[src/rtl/core/rc4_pkg.sv]
`default_nettype none

package rc4_pkg;

  // Longest key that is kept; later key bytes are dropped.
  localparam int unsigned MAX_KEY_BYTES = 256;

  localparam logic OP_KEY  = 1'b0;
  localparam logic OP_DATA = 1'b1;

  typedef struct packed {
    logic       op;
    logic [7:0] byte_in;
    logic       last;
  } rc4_in_t;

  typedef struct packed {
    logic [7:0] out_byte;
    logic       out_last;
  } rc4_out_t;

  // Write port of the permutation memory.
  typedef struct packed {
    logic       en;
    logic [7:0] addr;
    logic [7:0] data;
  } perm_wr_t;

  typedef enum logic [2:0] {
    ST_IDLE,
    ST_RD_J,
    ST_RD_T,
    ST_XOR,
    ST_KS_RD,
    ST_KS_J,
    ST_KS_WJ,
    ST_KS_WN
  } state_e;

endpackage

`default_nettype wire

[src/rtl/core/rc4_perm_mem.sv]
`default_nettype none

// 256 x 8 permutation memory, one read and one write a cycle, registered read.
// Per-entry valid flops; an entry never written since the last clear reads
// as its own index (identity).
module rc4_perm_mem
  import rc4_pkg::*;
(
  input  wire logic       clk_i,
  input  wire logic       rst_ni,
  input  wire logic       clr_i,
  input  wire logic [7:0] rd_addr_i,
  input  wire perm_wr_t   wr_i,
  output logic      [7:0] rd_data_o
);

  logic [7:0]   mem [256];
  logic [255:0] vld_q;
  logic [7:0]   rd_q;
  logic [7:0]   rd_addr_q;
  logic         rd_vld_q;

  always_ff @(posedge clk_i) begin
    if (wr_i.en) begin
      mem[wr_i.addr] <= wr_i.data;
    end
    rd_q      <= mem[rd_addr_i];
    rd_addr_q <= rd_addr_i;
  end

  always_ff @(posedge clk_i or negedge rst_ni) begin
    if (!rst_ni) begin
      vld_q    <= '0;
      rd_vld_q <= 1'b0;
    end else begin
      rd_vld_q <= vld_q[rd_addr_i];
      if (clr_i) begin
        vld_q <= '0;
      end else if (wr_i.en) begin
        vld_q[wr_i.addr] <= 1'b1;
      end
    end
  end

  assign rd_data_o = rd_vld_q ? rd_q : rd_addr_q;

endmodule

`default_nettype wire

[config.mk]
export PLATFORM = sky130hd
export DESIGN_NAME = rc4_perm_mem
export DESIGN_NICKNAME = d
export VERILOG_FILES = /design/src/rtl/core/rc4_pkg.sv /design/src/rtl/core/rc4_perm_mem.sv
export SDC_FILE = /design/constraint.sdc
export NUM_CORES = 2
export LEC_CHECK = 0
export BUFFER_PORTS_ARGS = -buffer_cell sky130_fd_sc_hd__buf_2
export CORE_ASPECT_RATIO = 1.25
export CORE_MARGIN = 3
export CORE_UTILIZATION = 50
export DETAILED_ROUTE_END_ITERATION = 8
export GPL_ROUTABILITY_DRIVEN = 0
export PLACE_DENSITY = 0.77
export SLEW_MARGIN = 10
export SYNTH_ARGS = -nofsm -noshare
export SYNTH_HDL_FRONTEND = slang
export SYNTH_SLANG_ARGS = --single-unit
[constraint.sdc]
create_clock -name clk_i -period 2.5 [get_ports clk_i]
set_input_delay 0.375 -clock clk_i [delete_from_list [all_inputs] [get_ports clk_i]]
set_output_delay 0.375 -clock clk_i [all_outputs]
set_load 0.03 [all_outputs]
# --- Word-level counts from Yosys, hierarchy flattened ---
# Memory sizes are Yosys's and may differ from the RTL's. A register that Yosys moved wholly into a read port is not among the register bits.
# Index checks and enable logic that the tools add are counted.
totals:
  ram_bits: 2048
  elab_cells: 19
  inputBits: 28
  regBits: 265
  out_inout_bits: 8
  mem_count: 1
classes:
  mux: 9
  bitwise: 1
  reduce_logical: 2
  order_cmp: 3
memory_table:
  columns: ["name", "depth", "word_bits", "read_ports", "rd_clocked_by_memory_dff", "write_ports", "line_no", "text"]
  rows:
  - ["mem", 256, 8, 1, 1, 1, "rc4_perm_mem.sv:17", "logic [7:0] mem [256];"]
op_table:
  columns: ["cell", "n"]
  rows:
  - ["2-to-1 mux 256 bit", 2]
  - ["OR 256 bit", 1]
  - ["less-than comparator 8 x 9 -> 1 bit (second input constant)", 2]
  - ["binary-select mux 1 bit (select 8 bit)", 1]
  - ["demux 1 bit (select 8 bit)", 1]
  - [">= comparator 8 x 1 -> 1 bit (second input constant)", 1]
  - ["2-to-1 mux 8 bit", 1]
  - ["2-to-1 mux 1 bit", 4]
  - ["nonzero test 2 bit", 1]
  - ["logical AND 1 bit", 1]

# --- Longest topological paths before layout ---
logic_depth:
  ltp_word: 7
  depth_mapped: 11
  depth_no_buf: 6

# --- Worst setup path before layout ---
# No wires, ideal clock.
synth_timing:
  kind: "input port to flip-flop"
  from: "input rd_addr_i[0]"
  to: "register rd_q[6], read port of mem"
  path_slack_ns: 0.238
  t_required_ns: 2.373
  arrival_ns: 2.135
  path_stages: 10
  n_path_buf: 4
  cell_sequence: "buf_6 -> buf_8 -> buf_4 -> buf_4 -> mux2_2 -> a222oi_1 -> o211ai_1 -> a32o_1 -> o41ai_1 -> nor3_1"
synth_rtl:
  columns: ["item", "line_no", "text"]
  rows:
  - ["start: declaration", "rc4_perm_mem.sv:12", "input wire logic [7:0] rd_addr_i,"]
  - ["end: declaration", "rc4_perm_mem.sv:19", "logic [7:0] rd_q;"]

==> flow_summary.toml <==
[status]
result_of_the_run = "complete, but fails checks"
violated_checks = "setup timing"

[yosys]
mapped_cells = 4715
synth_flop_cell = "edfxtp_1"
yosys.area.top_type_share = 0.6803
async_set_reset_flop_share_out_of_synthesis = 0.1107
synth_area_leader_cell = "edfxtp_1"
yosysMostFrequentCell = "edfxtp_1"
fraction_of_the_yosys_area_taken_by_sequential_cells = 0.7550
ys_types = 60
synth.ff_latch_count = 2321
number_of_enable_flip_flop_cells_after_synthesis = 2048
warnings_synthesis = 0
syn_nets = 4743
leading_cell_types_by_count_after_synthesis = "2048 x edfxtp_1, 731 x nor2_1, 479 x mux4_2, 257 x dfrtp_1, 180 x a22oi_1"
synth_area_sq_um = 90400
synthesis.area_per_instance_sq_um = 19.17
synth_area_leaders = "edfxtp_1 68%, mux4_2 12%, dfrtp_1 7.1%"

[worst_setup_path]
critPathMaxFanout = 10
worst_ep_required_time_ns = 3.22
critical_path_arrival_ns = 3.25
cpPeakStageDelay_ns = 0.67
reg2regPathDepth = 6
path_cells = "dlygate4sd3_1, buf_2, buf_4, nand2b_1, a21oi_1, buf_4, a21oi_1, nor4_2, buf_4, nor3_1"
timing_worst_setup_path_type = "input pin to flip-flop"
crit_buf_inv = 5
crit_path_end_kind = "flip-flop"
rrSetupSlack_ns = 0.01
most_used_cell_cp = "buf_4"
critical-path-slowest-cell = "nor4_2"
timing.critical_path.max_delay_family = "buffers and inverters"
worst_r2r_endpoint = "rd_q[6]"
reg2reg_from = "mem[214][6]"
cp-start-kind = "input pin"

[route]
routed_wl_mm = 244.2
initialDrtViolationCount = 7220
drc_errors = 0
detailroute.via_count = 50854
routedWlPerCell_microns = 30.43
drt_pre_antenna_iters = 9
antenna_left = 0
post_drt_via_cell_ratio = 6.336

[sta]
fin_ws_ns = -0.02874
maxClockFrequency_mhz = 395.5
slew-limit-headroom = 0.3380
final_number_of_hold_violating_endpoints = 0
layout_min_cycle_time_ns = 2.529
timing.final.max_slew_violations = 0
report.final.setup_viol = 3
clock-skew-final_ns = 0.05628
finalCritPeriodShare = 1.011
grt_setup_unrepaired = "no"
timing_worst_slew_pin_value_ns = 0.9894
setup-tns-final_ns = -0.04374

[floorplanning]
die_h_microns = 481.4
die_width_microns = 386.3
io-pin-count = 36
floorplan.initialDensity = 0.5056
core_area_sq_um = 178800
rows = 173
fp.dieArea_sq_um = 186000

[global_routing]
grt_max_degree = 89
grt_pass1_wl_mm = 356.8
global_route_total_overflow = 0
grt_antenna_before_repair = 20
globalRouteTotalUtil = 0.2656
grt_pass1_vias = 51711

[power]
power_per_cell_area_nw_per_um2 = 753.4
post-layout-total-power_w = 0.08025
ir_worst_vdd_uv = 607.1
p_leak_nw = 36.54

[place]
hpwl_mm = 158.9
number_of_placed_instances_with_taps_included = 7606
port_buffers = 35
post_dp_cell_area_sq_um = 99130

[clock_tree]
cts_root_buf = "clkbuf_16"
clockBufferDepth = 3
tritoncts_num_sinks = 2321
clkSlewWorstSetupHoldPaths_ns = 0.06
numCtsBuffers = 208
ctsHtreeMaxLevel = 4
tritoncts = "yes"
clock_latency_reported_for_the_late_side_of_the_worst_skew_pair_ns = 0.87

[final_layout]
finalNetCount = 5490
utilization = 0.5958
instances_no_fill = 8026
area_growth_syn_to_layout_pct = 17.83
final_cell_area_sq_um = 106500
final_layout_size_suffix_gt1_frac = 0.3022

[hold_path]
worst_min_delay_path_startpoint = "wr_i[6]"
hold_path_depth = 1
path_class_of_the_lowest_slack_min_delay_path = "input pin to flip-flop"
min_to = "mem[238][6]"

[flow_run]
max_cap_violations = 0
-- cells in the final DEF, fill, tap and decap left out, types with 9 or more instances in the layout --
cell type / instances
clkinv_1: 13
mux4_2: 479
nand3_1: 37
buf_12: 103
a22o_1: 14
dfrtp_1: 256
mux2i_1: 178
dfxtp_1: 16
nand2_1: 46
a21oi_1: 101
a221oi_1: 20
nand4_1: 10
clkbuf_8: 45
buf_2: 22
o21ai_0: 12
o221ai_1: 47
clkinv_2: 39
clkbuf_16: 210
diode_2: 16
bufinv_16: 23
a22oi_1: 180
edfxtp_1: 2048
nor2b_1: 15
clkinvlp_4: 9
o32ai_1: 10
a211oi_1: 10
o21ba_2: 30
nor3_1: 18
o22ai_1: 25
clkbuf_1: 52
buf_4: 683
mux2_2: 18
nor2_1: 729
nor4_1: 22
-- state kept, by name (all words and copies together), names as in the netlist --
name and count:
mem 2048, vld_q 256, rd_addr_q 8, rd_q 8, rd_vld_q 1
-- where the power goes --
group | switching [W] | internal, W
clock | 0.0141 | 0.0191
sequential | 0.0000722 | 0.0423
combinational | 0.00289 | 0.00182
-- final cells by class --
| cell class | count | area (sq um) |
|---|---|---|
| Timing Repair Buffer | 827 | 7540 |
| Multi-Input combinational cell | 2102 | 20520 |
| Sequential cell | 2321 | 68250 |
| Tap cell | 2362 | 2955 |
| Antenna cell | 16 | 40.04 |
| Clock buffer | 299 | 5959 |
| Clock inverter | 97 | 1242 |
| Inverter | 2 | 7.507 |
| Fill cell | 12235 | 72270 |
-- worst max-delay path by stage --
stage	start	end	slack, ns	depth (start not counted)
after floorplan	rd_addr_i[0]	rd_q[6]	0.24	10
after global routing	rd_addr_i[6]	rd_q[4]	0.001	10
after global placement	rd_addr_i[0]	rd_q[0]	-0.88	10
after detailed placement	rd_addr_i[0]	rd_q[4]	-0.96	10
final	rd_addr_i[6]	rd_q[4]	-0.03	10
after CTS	vld_q[119]	rd_vld_q	0.06	8
-- per-stage QoR --
step	hold WS [ns]	setup WS [ns]
CTS	0.02155	0.05620
global route	0.05574	0.001485
detailed placement	0.4324	-0.9633
floorplan	0.07941	0.2382
finish	0.04443	-0.02874
global placement	0.4253	-0.8776
-- timing repair --
| action | CTS | global route |
|---|---|---|
| setup buffers | 1 | 0 |
| hold buffers | 7 | 0 |
| resized for setup | 5 | 5 |
| endpoints found under the setup margin | 12 | 5 |
| hold endpoints to repair | 139 | 0 |
-- routing by layer --
metal  global-route usage  part of all wire
met1               0.3282              0.33
met2               0.4330              0.50
met3              0.05488              0.10
met4               0.1611             0.069
met5                    0           0.00013
-- kinds of logic after synthesis --
group,Yosys count,synth area share
flip-flops,2321,0.7550
AND/OR/NAND/NOR,926,0.04223
multiplexers,683,0.1436
AO/OA/AOI/OAI,493,0.04001
buffers and inverters,292,0.01916
No activity file was read; power rests on OpenSTA's default activity.
